File: config.mk
export PLATFORM = sky130hd
export DESIGN_NAME = weekly_time_window_schedule_table
export DESIGN_NICKNAME = d
export VERILOG_FILES = /design/src/rtl/wtw_pkg.sv /design/src/rtl/wtw_cell.sv /design/src/rtl/weekly_time_window_schedule_table.sv
export SDC_FILE = /design/constraint.sdc
export NUM_CORES = 1
export LEC_CHECK = 0
export ABC_AREA = 1
export BUFFER_PORTS_ARGS = -buffer_cell sky130_fd_sc_hd__buf_2
export CAP_MARGIN = 20
export CELL_PAD_IN_SITES_DETAIL_PLACEMENT = 1
export CELL_PAD_IN_SITES_GLOBAL_PLACEMENT = 2
export CORE_MARGIN = 2
export CORE_UTILIZATION = 42
export CTS_BUF_LIST = sky130_fd_sc_hd__clkbuf_8
export CTS_CLUSTER_DIAMETER = 40
export DETAILED_ROUTE_END_ITERATION = 10
export PLACE_DENSITY = 0.82
export SYNTH_ARGS = -nofsm -noshare
export SYNTH_HDL_FRONTEND = slang
export SYNTH_SLANG_ARGS = --single-unit
File: constraint.sdc
create_clock -name clk -period 5 [get_ports clk]
set_input_delay 0.75 -clock clk [delete_from_list [all_inputs] [get_ports clk]]
set_output_delay 0.75 -clock clk [all_outputs]
set_load 0.01 [all_outputs]
File: src/rtl/wtw_pkg.sv
// Shared types, constants and helpers for the weekly time-window schedule table.
package wtw_pkg;

    localparam int MAX_ENTRIES = 10;
    localparam int HELD_W      = $clog2(MAX_ENTRIES + 1);
    localparam int POS_W       = 4;
    localparam int CMP_W       = (HELD_W > POS_W) ? HELD_W : POS_W;
    localparam int CNT_W       = (MAX_ENTRIES > 1) ? $clog2(MAX_ENTRIES) : 1;
    localparam int MIN_W       = 11;

    localparam logic [1:0] ACT_ADD    = 2'd0;
    localparam logic [1:0] ACT_REMOVE = 2'd1;
    localparam logic [1:0] ACT_QUERY  = 2'd2;

    localparam logic [4:0] HOUR_MAX   = 5'd23;
    localparam logic [5:0] MINUTE_MAX = 6'd59;
    localparam logic [2:0] WEEKDAY_MAX = 3'd6;
    localparam logic [2:0] SUNDAY_IN   = 3'd0;
    localparam logic [2:0] SUNDAY_BIT  = 3'd6;

    typedef enum logic [1:0] {
        STATUS_OK        = 2'd0,
        STATUS_BAD_START = 2'd1,
        STATUS_BAD_STOP  = 2'd2,
        STATUS_FULL      = 2'd3
    } status_t;

    typedef struct packed {
        logic [1:0] action;
        logic [6:0] weekday_mask;
        logic [4:0] start_hour;
        logic [5:0] start_minute;
        logic [4:0] stop_hour;
        logic [5:0] stop_minute;
        logic [3:0] position;
        logic [2:0] now_weekday;
        logic [4:0] now_hour;
        logic [5:0] now_minute;
        logic       time_valid;
    } cmd_t;

    typedef struct packed {
        logic [1:0] status;
        logic       mow_now;
        logic [3:0] entry_count;
    } rsp_t;

    typedef struct packed {
        logic [MIN_W-1:0] stop;
        logic [MIN_W-1:0] start;
        logic [6:0]       mask;
    } entry_t;

    typedef struct packed {
        logic             valid;
        logic [2:0]       day;
        logic [MIN_W-1:0] now;
        logic             hit;
    } token_t;

    typedef struct packed {
        logic take_left;
        logic take_right;
        logic active;
    } cell_ctl_t;

    function automatic logic [MIN_W-1:0] to_minutes(logic [4:0] hour, logic [5:0] minute);
        logic [MIN_W-1:0] h;
        h = MIN_W'(hour);
        return (h << 6) - (h << 2) + MIN_W'(minute);
    endfunction

endpackage

File: src/rtl/wtw_cell.sv
// One schedule cell: holds an entry, shifts with its neighbors, checks the passing query token.
module wtw_cell (
    input  logic              clk,
    input  logic              rst_n,
    input  wtw_pkg::cell_ctl_t ctl,
    input  wtw_pkg::entry_t   left_entry,
    input  wtw_pkg::entry_t   right_entry,
    input  wtw_pkg::token_t   tok_in,
    output wtw_pkg::entry_t   entry,
    output wtw_pkg::token_t   tok
);
    import wtw_pkg::*;

    entry_t entry_reg;
    entry_t entry_next;
    token_t tok_reg;
    token_t tok_next;
    logic   tok_valid_reg;
    logic   match;

    always_comb
    begin
        entry_next = entry_reg;
        if (ctl.take_left)
        begin
            entry_next = left_entry;
        end
        else if (ctl.take_right)
        begin
            entry_next = right_entry;
        end
    end

    assign match = ctl.active && entry_reg.mask[tok_in.day]
                   && (tok_in.now >= entry_reg.start) && (tok_in.now < entry_reg.stop);

    always_comb
    begin
        tok_next     = tok_in;
        tok_next.hit = tok_in.hit | (tok_in.valid & match);
    end

    always_ff @(posedge clk)
    begin
        entry_reg <= entry_next;
        tok_reg   <= tok_next;
    end

    always_ff @(posedge clk or negedge rst_n)
    begin
        if (!rst_n)
        begin
            tok_valid_reg <= 1'b0;
        end
        else
        begin
            tok_valid_reg <= tok_in.valid;
        end
    end

    always_comb
    begin
        tok       = tok_reg;
        tok.valid = tok_valid_reg;
    end

    assign entry = entry_reg;

endmodule

File: src/rtl/weekly_time_window_schedule_table.sv
// Top level: command decode, entry count, cell chain and response register.
//
// Usage:
//   Command words enter on cmd (cmd_valid / cmd_stall); one response word per
//   command leaves on rsp (rsp_valid / rsp_stall). A word moves at a rising
//   edge where valid is high and stall is low.
//   Add and remove edit the cell chain in the accept cycle: an add shifts every
//   cell back by one and loads the new entry into the first cell, a remove
//   pulls every cell at or after the position forward. Their response word is
//   valid in the cycle after acceptance.
//   A query injects a token into the first cell; the token moves one cell per
//   cycle and ORs in each active cell's match; the hit that leaves the last
//   cell is loaded into the response register.
//   The block takes one command at a time: a new command is taken once the
//   previous response is registered and the response slot is free or leaving.
//   While rsp_stall is high a valid response word holds and cmd_stall rises.
//   Reset empties the table (entry count zero) and clears both valid flags;
//   cell contents are not cleared and are never read before being written.
module weekly_time_window_schedule_table (
    input  logic          clk,
    input  logic          rst_n,
    input  logic          cmd_valid,
    output logic          cmd_stall,
    input  wtw_pkg::cmd_t cmd,
    output logic          rsp_valid,
    input  logic          rsp_stall,
    output wtw_pkg::rsp_t rsp
);
    import wtw_pkg::*;

    typedef enum logic [1:0] {
        S_IDLE = 2'b01,
        S_WALK = 2'b10
    } state_t;

    state_t             state_reg;
    state_t             state_next;
    logic [CNT_W-1:0]   cnt_reg;
    logic [CNT_W-1:0]   cnt_next;
    logic [HELD_W-1:0]  held_reg;
    logic [HELD_W-1:0]  held_next;
    logic               rsp_valid_reg;
    logic               rsp_valid_next;
    rsp_t               rsp_reg;
    rsp_t               rsp_next;

    logic               accept;
    logic               walk_done;
    logic               ins_go;
    logic               del_go;
    status_t            add_status;
    entry_t             new_entry;
    token_t             inject;
    logic [CMP_W-1:0]   pos_ext;

    entry_t             entry_q [MAX_ENTRIES];
    token_t             tok_q   [MAX_ENTRIES];
    cell_ctl_t          ctl     [MAX_ENTRIES];

    assign cmd_stall = (state_reg != S_IDLE) || (rsp_valid_reg && rsp_stall);
    assign accept    = cmd_valid && !cmd_stall;
    assign walk_done = (state_reg == S_WALK) && (cnt_reg == CNT_W'(MAX_ENTRIES - 1));
    assign pos_ext   = CMP_W'(cmd.position);

    always_comb
    begin
        priority if (held_reg >= HELD_W'(MAX_ENTRIES))
        begin
            add_status = STATUS_FULL;
        end
        else if ((cmd.start_hour > HOUR_MAX) || (cmd.start_minute > MINUTE_MAX))
        begin
            add_status = STATUS_BAD_START;
        end
        else if ((cmd.stop_hour > HOUR_MAX) || (cmd.stop_minute > MINUTE_MAX))
        begin
            add_status = STATUS_BAD_STOP;
        end
        else
        begin
            add_status = STATUS_OK;
        end
    end

    assign new_entry.mask  = cmd.weekday_mask;
    assign new_entry.start = to_minutes(cmd.start_hour, cmd.start_minute);
    assign new_entry.stop  = to_minutes(cmd.stop_hour, cmd.stop_minute);

    assign ins_go = accept && (cmd.action == ACT_ADD) && (add_status == STATUS_OK);
    assign del_go = accept && (cmd.action == ACT_REMOVE) && (pos_ext < CMP_W'(held_reg));

    always_comb
    begin
        inject.valid = accept && (cmd.action == ACT_QUERY) && cmd.time_valid
                       && (cmd.now_weekday <= WEEKDAY_MAX);
        inject.day   = (cmd.now_weekday == SUNDAY_IN) ? SUNDAY_BIT : cmd.now_weekday - 3'd1;
        inject.now   = to_minutes(cmd.now_hour, cmd.now_minute);
        inject.hit   = 1'b0;
    end

    always_comb
    begin
        state_next     = state_reg;
        cnt_next       = cnt_reg;
        held_next      = held_reg;
        rsp_valid_next = rsp_valid_reg && rsp_stall;
        rsp_next       = rsp_reg;

        if (ins_go)
        begin
            held_next = held_reg + HELD_W'(1);
        end
        else if (del_go)
        begin
            held_next = held_reg - HELD_W'(1);
        end

        unique case (state_reg)
            S_IDLE:
            begin
                if (accept)
                begin
                    if (cmd.action == ACT_QUERY)
                    begin
                        state_next = S_WALK;
                        cnt_next   = '0;
                    end
                    else
                    begin
                        rsp_valid_next       = 1'b1;
                        rsp_next.status      = (cmd.action == ACT_ADD) ? add_status : STATUS_OK;
                        rsp_next.mow_now     = 1'b0;
                        rsp_next.entry_count = 4'(held_next);
                    end
                end
            end
            S_WALK:
            begin
                if (walk_done)
                begin
                    state_next           = S_IDLE;
                    rsp_valid_next       = 1'b1;
                    rsp_next.status      = STATUS_OK;
                    rsp_next.mow_now     = tok_q[MAX_ENTRIES-1].hit;
                    rsp_next.entry_count = 4'(held_reg);
                end
                else
                begin
                    cnt_next = cnt_reg + CNT_W'(1);
                end
            end
            default:
            begin
                state_next = S_IDLE;
            end
        endcase
    end

    always_ff @(posedge clk or negedge rst_n)
    begin
        if (!rst_n)
        begin
            state_reg     <= S_IDLE;
            cnt_reg       <= '0;
            held_reg      <= '0;
            rsp_valid_reg <= 1'b0;
        end
        else
        begin
            state_reg     <= state_next;
            cnt_reg       <= cnt_next;
            held_reg      <= held_next;
            rsp_valid_reg <= rsp_valid_next;
        end
    end

    always_ff @(posedge clk)
    begin
        rsp_reg <= rsp_next;
    end

    for (genvar g = 0; g < MAX_ENTRIES; g++)
    begin : g_cell
        entry_t left_e;
        entry_t right_e;
        token_t tin;

        assign ctl[g].take_left  = ins_go;
        assign ctl[g].take_right = del_go && (pos_ext <= CMP_W'(g));
        assign ctl[g].active     = held_reg > HELD_W'(g);

        if (g == 0)
        begin : g_head
            assign left_e = new_entry;
            assign tin    = inject;
        end
        else
        begin : g_body
            assign left_e = entry_q[g-1];
            assign tin    = tok_q[g-1];
        end

        if (g == MAX_ENTRIES - 1)
        begin : g_tail
            assign right_e = entry_q[g];
        end
        else
        begin : g_mid
            assign right_e = entry_q[g+1];
        end

        wtw_cell u_cell (
            .clk         (clk),
            .rst_n       (rst_n),
            .ctl         (ctl[g]),
            .left_entry  (left_e),
            .right_entry (right_e),
            .tok_in      (tin),
            .entry       (entry_q[g]),
            .tok         (tok_q[g])
        );
    end

    assign rsp_valid = rsp_valid_reg;
    assign rsp       = rsp_reg;

endmodule

# After elaboration in Yosys (flattened, before gate mapping)
# Index checks and enable logic that the tools add are counted.
# op_classes
add_sub_neg	10
magnitude_cmp	56
eq_ne	11
muxes	61
bitwise_logic	19
n_reduce_logical	69
# op_table
op	count
$mux W29	18
$ge A11 B11 Y1	10
$lt A11 B11 Y1	10
$logic_and A1 B1 Y1	49
$lt A3 B4 Y1 const B	10
$add A11 B6 Y11	3
$sub A11 B7 Y11	3
$bmux W1 S3	10
$mux W7	3
$mux W4	5
$reduce_bool A2 Y1	10
$gt A4 B3 Y1 const B	4
$le A4 B3 Y1 const B	4
$mux W2	7
$pmux W7 S2	1
$mux W1	13
$gt A6 B6 Y1 const B	2
$and A1 B1 Y1	10
$gt A5 B5 Y1 const B	2
$ne A2 B2 Y1 const B	5
$or A1 B1 Y1	9
$add A4 B1 Y4 const B	2
$gt A4 B1 Y1 const B	2
$gt A4 B2 Y1 const B	2
23 further kinds	32
# totals
ff_bits	453
output_inout_bits	9

# Logic depth before layout (Yosys ltp)
# Gate-level depths: netlist of the first run.
# depth
word_depth	11
ltp_mapped	20
ltp_nobuf	20

# Modules after synthesis
# Synthesis of the first run repeated with hierarchy kept, for this count alone.
# hier_totals
hier_cells	3092
hier_area_um2	25254.2
# by_module_without_submodules
module	n_inst	cells_each	area_per_inst_um2	seq_area_each_um2
wtw_cell	10	275	2289.7	1196.1
weekly_time_window_schedule_table	1	342	2357.3	486.7

# Worst setup path before layout of the first run
# No wires, ideal clock.
# synth_path
path_kind	input to register
start	input port cmd[18] in the netlist's numbering
end	register g_cell[5].u_cell.entry_reg, in the netlist g_cell[5].u_cell.entry[0], enable pin
setup_ns	0.425
t_arrival_ns	3.991
required_time_ns	4.575
path_slack_ns	0.584
stages	8
n_path_buf	0
cell_sequence	ha_1 > nand2_1 > nand3_1 > nor2_1 > nand2_2 > o21ai_2 > inv_2 > a21oi_1
# synth_via
elab_chain_cells	4
# synth_lines
element	line_no	text
from (decl)	weekly_time_window_schedule_table.sv:24	input wtw_pkg::cmd_t cmd,
$lt A4 B4 Y1	weekly_time_window_schedule_table.sv:90	assign del_go = accept && (cmd.action == ACT_REMOVE) && (pos_ext < CMP_W'(held_reg));
$logic_and A1 B1 Y1	weekly_time_window_schedule_table.sv:90	
$logic_and A1 B1 Y1 (*)	weekly_time_window_schedule_table.sv:189	assign ctl[g].take_right = del_go && (pos_ext <= CMP_W'(g));
$reduce_bool A2 Y1 (no source line) (*)	--	
to (signal assigned)	wtw_cell.sv:45	entry_reg <= entry_next;
to (decl)	wtw_cell.sv:14	entry_t entry_reg;
# Mark *: on every way between the ends. The rest lies on a longest branch, timed or not.
# A chain may end at the register's enable or synchronous reset.

# Worst setup path after layout of the first run
# layout_path
start	register state_reg[0]
end	register g_cell[0].u_cell.entry_reg, in the netlist g_cell[0].u_cell.entry[16], enable pin
# layout_via
elab_chain_cells	8
# layout_lines
element	line_no	text
from (decl)	weekly_time_window_schedule_table.sv:36	state_t state_reg;
from (signal assigned)	weekly_time_window_schedule_table.sv:170	state_reg <= state_next;
$ne A2 B1 Y1 (*)	weekly_time_window_schedule_table.sv:60	assign cmd_stall = (state_reg != S_IDLE) || (rsp_valid_reg && rsp_stall);
$logic_or A1 B1 Y1 (*)	weekly_time_window_schedule_table.sv:60	
$logic_not A1 Y1 (*)	weekly_time_window_schedule_table.sv:61	assign accept = cmd_valid && !cmd_stall;
$logic_and A1 B1 Y1 (*)	weekly_time_window_schedule_table.sv:61	
$logic_and A1 B1 Y1 (2 in series)	weekly_time_window_schedule_table.sv:90	
$logic_and A1 B1 Y1	weekly_time_window_schedule_table.sv:189	
$reduce_bool A2 Y1 (no source line) (*)	--	
to (signal assigned)	wtw_cell.sv:45	
to (decl)	wtw_cell.sv:14	
# Marked as above.

==> results of run 1 <==
## through the flow
step	total power (uW)	utilization (%)	setup WS [ns]	std cells	hold slack, ns
floorplan	5650	-	0.584	2514	0.331
global route	10700	48.1	1.53	3396	0.0778
CTS	10200	48.0	1.77	3394	0.0470
global placement	6150	44.5	1.55	3226	0.338
finish	10100	48.1	1.84	3396	0.0824
detailed placement	6260	44.5	1.46	3226	0.343
## report_power, final
| part | internal (uW) | total (uW) | switching (uW) |
|---|---|---|---|
| combinational | 562 | 1620 | 1050 |
| clock | 2300 | 3950 | 1650 |
| sequential | 4320 | 4560 | 241 |
## synth_stat cells, types with 22 or more instances
cell type	number
nor2_1	118
o21ai_1	101
ha_1	239
nand2_1	693
inv_1	361
a21oi_1	100
o21ai_0	145
buf_2	22
nand3_1	134
dfxtp_1	136
edfxtp_1	297
## cell families after synthesis
| logic type | Yosys count | share of synthesized area [%] |
|---|---|---|
| simple gates | 994 | 17.5 |
| flops | 453 | 52.5 |
| buf+inv | 424 | 7.65 |
| compound gates | 394 | 9.03 |
| fa+ha+maj | 239 | 12.9 |
| xor+xnor | 10 | 0.379 |
## worst max-delay path: stages (launching register included)
cell,delay [ns]
dfstp_2,0.53
ha_1,0.24
nand3_2,0.23
nor2_1,0.26
nand4_4,0.31
o21ai_2,0.14
buf_4,0.37
inv_2,0.15
a21oi_4,0.13
buf_4,0.40
## layer usage
| metal | up-vias | GRT usage [%] | share of wire (%) |
|---|---|---|---|
| li1 | 8588 | - | - |
| met1 | 8122 | 28.0 | 46 |
| met2 | 285 | 36.5 | 47 |
| met3 | 109 | 3.06 | 3.6 |
| met4 | 0 | 9.83 | 3.7 |
| met5 | - | 0 | 0 |
## worst max-delay path by stage
stage,cells after the start,slack (ns),end
final,9,1.84,g_cell[0].u_cell.entry[16]
after global routing,11,1.53,g_cell[0].u_cell.entry[16]
after CTS,9,1.77,g_cell[0].u_cell.entry[17]
after detailed placement,10,1.46,g_cell[0].u_cell.entry[0]
after global placement,10,1.55,g_cell[0].u_cell.entry[1]
after floorplan,8,0.58,g_cell[5].u_cell.entry[0]
## layout make-up
cell class	instances	area, sq um	share of cell area [%]
diodes	1	2.50	0.00961
clock buffers	99	1360	5.23
clock inverters	69	572	2.20
inverters	363	1360	5.23
multi-input cells	1637	9250	35.5
flip-flops and latches	453	12100	46.6
well taps	696	871	3.35
repair buffers	78	475	1.83
==> metrics.md, run 1 <==
| Metric | Value |
|---|---|
| Port bufs | 62 |
| Critical path class | register to register |
| RR Startpoint | state_reg[0] |
| Die span in x | 239 um |
| Yosys warning count | 0 |
| # hold bufs at CTS | 0 |
| # setup viols final | 0 |
| Max-Cap Viols | 0 |
| DR DRC count | 0 |
| Die height | 239 um |
| Sequential share of the synthesized area | 52.5% |
| First-pass GRT wire length | 96,800 um |
| Die ar. | 0.0569 sq mm |
| Post-cts resize count | 0 |
| Layout Skew | 0.0354 ns |
| Fmax | between 300 and 400 MHz |
| Final hold vios | 0 |
| Worst slew margin | 37.9% |
| Worst Max-Slew Pin Slew | 0.932 ns |
| Peak VDD IR | approximately 0.17 mV |
| Critical path origin | state_reg[0] |
| Critical Path RT | 5.27 ns |
| Crit path DAT | 3.43 ns |
| Mapped Area | 0.0231 sq mm |
| Yosys top cell area share | between 30% and 40% |
| Drt total wl | 60,100 um |
| Fin crit period | 3.16 ns |
| Initial drt markers | 1,065 |
| FF-to-FF End | g_cell[0].u_cell.entry[16] |
| Initial Util | about 43% |
| Fillers | 6,225 |
| Post-synth top area cell | edfxtp_1 |
| Status | finished clean |
| RSZ-0062 raised after global routing | false |
| Max reg flops | 290 |
| Via count | 17,104 |
| Root Buffer | clkbuf_8 |
| Mean Syn Cell Area | 9.20 sq um |
| Worst-case reg-to-reg path depth | 9 |
| Post-CTS setup buffer count | 0 |
| Area growth, synth to finish | 12.6% |
| Largest cells by area after synthesis | edfxtp_1, ha_1, dfxtp_1 |
| DR vias/cell | 5.04 |
| FFs w/ async S/R, synth | 4.42% |
| Row count | 85 |
| GR Util All Layers | between 20% and 30% |
| Top FF cell, synth | edfxtp_1 |
| Leakage | 0.0124 uW |
| CP max FO | 31 |
| Remaining Overflow, GRT | 0 |
| Commonest non-fill, non-tap cell in the layout | nand2_1 |
| Share of post-route cells with drive strength above 1 | 8.93% |
| Pwr/cell area | 389 mW/mm^2 |
| Nets | 2,915 |
| Clock Sinks | 453 |
| Core Area | 0.0541 sq mm |
| Seq cells post-synth | 453 |
| CTS buffer count | 89 |
| HPWL Detailed | 46,200 um |
| Most frequent cells in the layout | nand2_1, inv_1, edfxtp_1 |
| H-tree depth | 3 |
| Post-synth cell types | between 40 and 50 |
| Placer Congestion | 0.823 |
| Hold Crit Class | primary input to asynchronous set/reset pin |
| Syn_nets | 2,807 |
| Reg2reg setup slack | 1.84 ns |
| Routed Antenna Nets | 0 |
| Clk_lat worst skew | 0.66 ns |
| Finished Cell Area | 0.0260 sq mm |
| Startpoint types | register |
| CTS max path bufs | 3 |
| Clock transition at path regs | around 0.060 ns |
| Synthesized netlist cell count | 2,514 |
| WL/cell | 17.7 um |
| Vias in the first global route | 18,183 |
| Max-slew violation count | 0 |
| CP Capture Type | register |
| Initial antenna violation count | 1 |
| Largest net degree at the start of global routing | 197 |
| Setup TNS | 0 ns |
| I/O pin cnt | 63 |
| TritonCTS clock tree | yes |
| Final period utilization | 63.3% |
| Number of flops mapped to enable cells by yosys | between 200 and 300 |
| Drt first pass iters | 5 |
| Dpl cell area | 0.0241 sq mm |
Power figures use the tool's default switching activity.
==> run 2: changes to the inputs <==
- CORE_UTILIZATION: 42 -> 38
- PLACE_DENSITY: 0.82 -> 0.78
- clock period: 5 -> 2.9 ns (I/O delays scaled with it)
==> run 2 against run 1 <==
Combinational power increased by 89%; largest power group unchanged; hold slack got worse by 0.025 ns; critical path type unchanged; worst setup slack got worse by 1.5 ns; clock power increased by 67%; flip-flop and latch count unchanged; non-clock buffer count increased by 27; die area increased by 10%; global-route usage decreased by 1.3 points; sequential share of layout area decreased by 0.84 points; clock-buffer cell count increased by 13; routed wire length increased by 5.4%.
==> metrics.md, run 2 (synthesis results as in run 1) <==
| Metric | Value |
|---|---|
| DR vias/cell | a little under 5 |
| CTS buffer count | 89 |
| # hold bufs at CTS | 4 |
| Initial drt markers | 954 |
| Max incr delay on CP | 0.53 ns |
| Crit path DAT | 2.89 ns |
| Post-CTS setup buffer count | 0 |
| First-pass GRT wire length | between 100,000 and 150,000 um |
| Placer Congestion | 0.866 |
| Overall Power | 17,500 uW |
| Post-cts resize count | 0 |
| Startpoint types | register |
| Buf/Inv on CP | 2 |
| Reg2reg setup slack | approximately 0.32 ns |
| Critical Path RT | about 3.2 ns |
| Peak VDD IR | 0.269 mV |
| Area growth, synth to finish | 14.7% |
| Commonest non-fill, non-tap cell in the layout | nand2_1 |
| Die ar. | 0.0628 sq mm |
| Most frequent cells in the layout | nand2_1, inv_1, edfxtp_1 |
| Max-slew violation count | 0 |
| Switching share of power | 29.3% |
| Final period utilization | 88.9% |
| Clk_lat worst skew | 0.66 ns |
| Final hold vios | 0 |
| Combinational share of power | 17.5% |
| Crit path max-delay family | simple AND/OR/NAND/NOR gates |
| Drt first pass iters | 5 |
| Max-Cap Viols | 0 |
| Row count | 90 |
| Vias in the first global route | 18,736 |
| Drt total wl | between 60,000 and 70,000 um |
| Clock transition at path regs | 0.06 ns |
| Fmax | between 300 and 400 MHz |
| Max reg flops | 290 |
| Hold Crit Class | primary input to register |
| H-tree depth | 3 |
| CP Cell Sequence | ha_1, nand3_2, nor2_1, inv_1, nor2_4, a21oi_1, nand2_1, buf_4 |
| Root Buffer | clkbuf_8 |
| Sw Pwr | 5130 uW |
| Fillers | 6,929 |
| Routed Antenna Nets | 0 |
| Hold Slack | 0.0575 ns |
| Largest net degree at the start of global routing | 93 |
| DR DRC count | 0 |
| Core Area | 0.0602 sq mm |
| Pwr/cell area | 660 mW/mm^2 |
| Fin crit period | ~2.6 ns |
| Die span in x | 251 um |
| WL/cell | 18.0 um |
| Via count | 17,331 |
| Initial Util | a little under two fifths |
| I/O pin cnt | 63 |
| Leakage | ~0.013 uW |
| CTS max path bufs | 3 |
| TritonCTS clock tree | yes |
| Int Power | 12,400 uW |
| GR Util All Layers | 20.5% |
| Worst Max-Slew Pin Slew | 0.739 ns |
| Die height | 251 um |
| HPWL Detailed | 49,400 um |
| Initial antenna violation count | 1 |
| Nets | 2,942 |
| Layout Skew | 0.0273 ns |
| RSZ-0062 raised after global routing | false |
| Worst slew margin | 50.7% |
| Status | finished clean |
| CP max FO | 29 |
| Share of post-route cells with drive strength above 1 | 9.50% |
| CP Capture Type | register |
| Slowest cell on the critical path | dfstp_2 |
| Clock power frac | 37.8% |
| Reg power frac | around 45% |
| Remaining Overflow, GRT | 0 |
| Port bufs | between 60 and 70 |
| Clock Sinks | 453 |
| # setup viols final | 0 |
| Critical path class | register to register |
-- run 2: final timing paths --
| kind | from | endpoint | cells past startpoint |
|---|---|---|---|
| worst max-delay path | state_reg[0] | g_cell[4].u_cell.entry[10] | 8 |
| worst min-delay path | cmd[43] | g_cell[0].u_cell.entry[2] | 3 |
| worst max register to register | state_reg[0] | g_cell[4].u_cell.entry[10] | 8 |
| worst min register to register | g_cell[5].u_cell.tok[1] | g_cell[6].u_cell.tok[1] | 0 |
| max in group asynchronous | rst_n | held_reg[3] | 2 |
| min in group asynchronous | rst_n | cnt_reg[0] | 2 |
-- run 2: cell type report --
class,count,area (sq um),area share [%]
Sequential cell,453,12100,45.8
Multi-Input combinational cell,1637,9290,35.0
Clock buffer,112,1540,5.81
Inverter,363,1370,5.15
Tap cell,782,978,3.69
Timing Repair Buffer,105,843,3.18
Clock inverter,56,342,1.29
Antenna cell,4,10.0,0.0378
-- run 2: routing by layer --
| metal | global-route usage (%) | vias up | share of wire [%] |
|---|---|---|---|
| li1 | - | 8651 | - |
| met1 | 26.9 | 8300 | 46 |
| met2 | 34.8 | 286 | 48 |
| met3 | 2.64 | 94 | 3.4 |
| met4 | 6.91 | 0 | 2.6 |
| met5 | 0 | - | 0 |
-- run 2: worst register-to-register path: stages, from the launching register on --
cell	delay (ns)
dfstp_2	0.53
ha_1	0.22
nand3_2	0.19
nor2_1	0.26
inv_1	0.12
nor2_4	0.25
a21oi_1	0.16
nand2_1	0.11
buf_4	0.35
-- run 2: per-stage QoR --
step	setup slack [ns]	utilization, %	instance area [sq um]	TNS [ns]	std cells
5_1_grt	0.143	44.0	26500	0	3512
4_1_cts	0.334	44.0	26500	0	3508
3_3_place_gp	0.102	40.8	24600	0	3336
3_5_place_dp	-0.0180	40.8	24600	-0.0180	3336
2_1_floorplan	-0.120	-	23200	-5.96	2514
6_report	0.321	44.0	26500	0	3512
-- run 2: power by group through the flow --
stage                     Combinational [uW]  Sequential, uW  Clock (uW)
after floorplan                         1910            7850           0
after global placement                  2920            7930           0
after detailed placement                3070            7960           0
after CTS                               3100            7830        6830
after global routing                    3490            7890        7090
final                                   3060            7830        6610
==> run 3: changes to the inputs <==
- CORE_UTILIZATION: 38 -> 42
- PLACE_DENSITY: 0.78 -> 0.82
- clock period: 2.9 -> 2.8 ns (I/O delays scaled with it)
==> run 3 against run 2 <==
Utilization is 4.8 points higher; critical path type unchanged; highest routed layer is now met5; fmax is 1.4% lower; non-clock buffer count is 2 higher.
==> metrics.md, run 3 (synthesis results as in run 1) <==
| Metric | Value |
|---|---|
| Fin crit period | between 2 and 3 ns |
| CP Capture Type | register |
| Max reg flops | just under 300 |
| Die ar. | 0.0569 sq mm |
| WL/cell | roughly 18 um |
| Layout Skew | approximately 0.017 ns |
| Dpl cell area | 0.0244 sq mm |
| Hold Crit Class | primary input to register |
| Crit path DAT | 2.97 ns |
| Reg2reg setup slack | 0.19 ns |
| Finished Cell Area | 0.0264 sq mm |
| Fmax | 382 MHz |
| Core Area | 0.0541 sq mm |
| GR Util All Layers | 22.3% |
| Critical Path RT | 3.15 ns |
| Max-Cap Viols | 0 |
| Initial Util | 42.7% |
| Most frequent cells in the layout | nand2_1, inv_1, edfxtp_1 |
| Largest net degree at the start of global routing | 130 |
| Area growth, synth to finish | 14.3% |
| Initial antenna violation count | 2 |
| Root Buffer | clkbuf_8 |
| TritonCTS clock tree | yes |
| CTS max path bufs | 3 |
| Initial drt markers | 845 |
| Pwr/cell area | 695 mW/mm^2 |
| Startpoint types | register |
| Critical path class | register to register |
| CP max FO | 29 |
| Worst slew margin | about a third |
| Drt first pass iters | 4 |
| Die span in x | about 240 um |
| DR DRC count | 0 |
| Remaining Overflow, GRT | 0 |
| Max-slew violation count | 0 |
| DR vias/cell | between 5 and 6 |
| First-pass GRT wire length | 98,800 um |
| Commonest non-fill, non-tap cell in the layout | nand2_1 |
| I/O pin cnt | 63 |
| Final Core Density | 48.8% |
| Leakage | 0.0126 uW |
| Port bufs | 62 |
| Via count | 17,421 |
| H-tree depth | 3 |
| Routed Antenna Nets | 0 |
| Drt total wl | 62,900 um |
| Row count | 85 |
| Vias in the first global route | 18,433 |
| # setup viols final | 0 |
| Final hold vios | 0 |
| CTS buffer count | 89 |
| HPWL Detailed | 48,300 um |
| Peak VDD IR | 0.306 mV |
| Status | finished clean |
| Die height | roughly 240 um |
| Clk_lat worst skew | 0.67 ns |
| Share of post-route cells with drive strength above 1 | 9.71% |
| Placer Congestion | about 0.85 |
| Nets | 2,944 |
| Clock Sinks | 453 |
| RSZ-0062 raised after global routing | false |
| Worst Max-Slew Pin Slew | 0.986 ns |
| Final period utilization | between 90% and 100% |
| Clock transition at path regs | 0.06 ns |
==> run 3: changes by cell type in the layout (fill, tap and decap cells not counted), moves of 2 or more <==
| cell | previous run | this run |
|---|---|---|
| bufinv_16 | 4 | 7 |
| diode_2 | 4 | 1 |
| buf_12 | 16 | 10 |
| buf_4 | 23 | 25 |
| clkinv_2 | 12 | 17 |
| dlygate4sd3_1 | 4 | 7 |
| clkbuf_8 | 112 | 106 |
| inv_6 | 0 | 3 |
| inv_1 | 394 | 388 |
==> run 3: stage by stage <==
step | setup TNS [ns] | total power (uW) | setup slack, ns | hold slack, ns | cells
detailed placement | -0.206 | 11400 | -0.206 | 0.348 | 3245
floorplan | -19.93 | 10100 | -0.238 | 0.124 | 2514
finish | 0 | 18400 | 0.185 | 0.0553 | 3425
global route | 0 | 19400 | 0.0133 | 0.0370 | 3425
CTS | 0 | 18600 | 0.164 | 0.00906 | 3420
global placement | -0.0554 | 11200 | -0.0554 | 0.351 | 3245
==> run 3: report_power, final <==
part | leakage (uW) | switching [uW] | internal, uW | total [uW]
registers | 0.00409 | 391 | 7720 | 8110
logic | 0.00743 | 2040 | 1110 | 3150
clock network | 0.00109 | 2990 | 4110 | 7100
==> run 3: area by class of cell <==
cell class	count	area, sq um
fill	6288	27700
sequential	453	12100
multi-input combinational	1637	9290
clock buffer	106	1460
inverter	363	1370
tap	696	871
timing repair buffer	107	832
clock inverter	62	473
antenna	1	2.50
==> run 3: repair_timing <==
item                                   in CTS  in global routing
setup endpoints to repair                   0                 31
resized for setup                           0                  2
setup buffers                               0                  3
endpoints found under the hold margin      25                  0
hold buffers                                7                  0
==> run 3: worst max-delay path: stages, from the launching register on <==
cell	delay [ns]
dfstp_2	0.53
ha_1	0.24
nand3_2	0.22
nor2_1	0.26
inv_1	0.11
nor2_4	0.17
buf_4	0.28
nor3_1	0.12
nor2_4	0.14
buf_12	0.20
==> run 3: final timing paths <==
kind,from,endpoint,cells past startpoint
worst min register to register,g_cell[4].u_cell.tok[1],g_cell[5].u_cell.tok[1],0
worst min-delay path,cmd[41],g_cell[0].u_cell.entry[0],3
worst max register to register,state_reg[0],g_cell[6].u_cell.entry[23],9
max in group asynchronous,rst_n,g_cell[1].u_cell.tok_valid_reg,2
min in group asynchronous,rst_n,g_cell[8].u_cell.tok_valid_reg,2
worst max-delay path,state_reg[0],g_cell[6].u_cell.entry[23],9
==> run 3: routing by layer <==
| layer | track usage [%] | wire (um) |
|---|---|---|
| met3 | 3.53 | 2410 |
| met4 | 9.15 | 2020 |
| met1 | 29.0 | 28700 |
| met5 | 0 | 8 |
| met2 | 37.2 | 29800 |
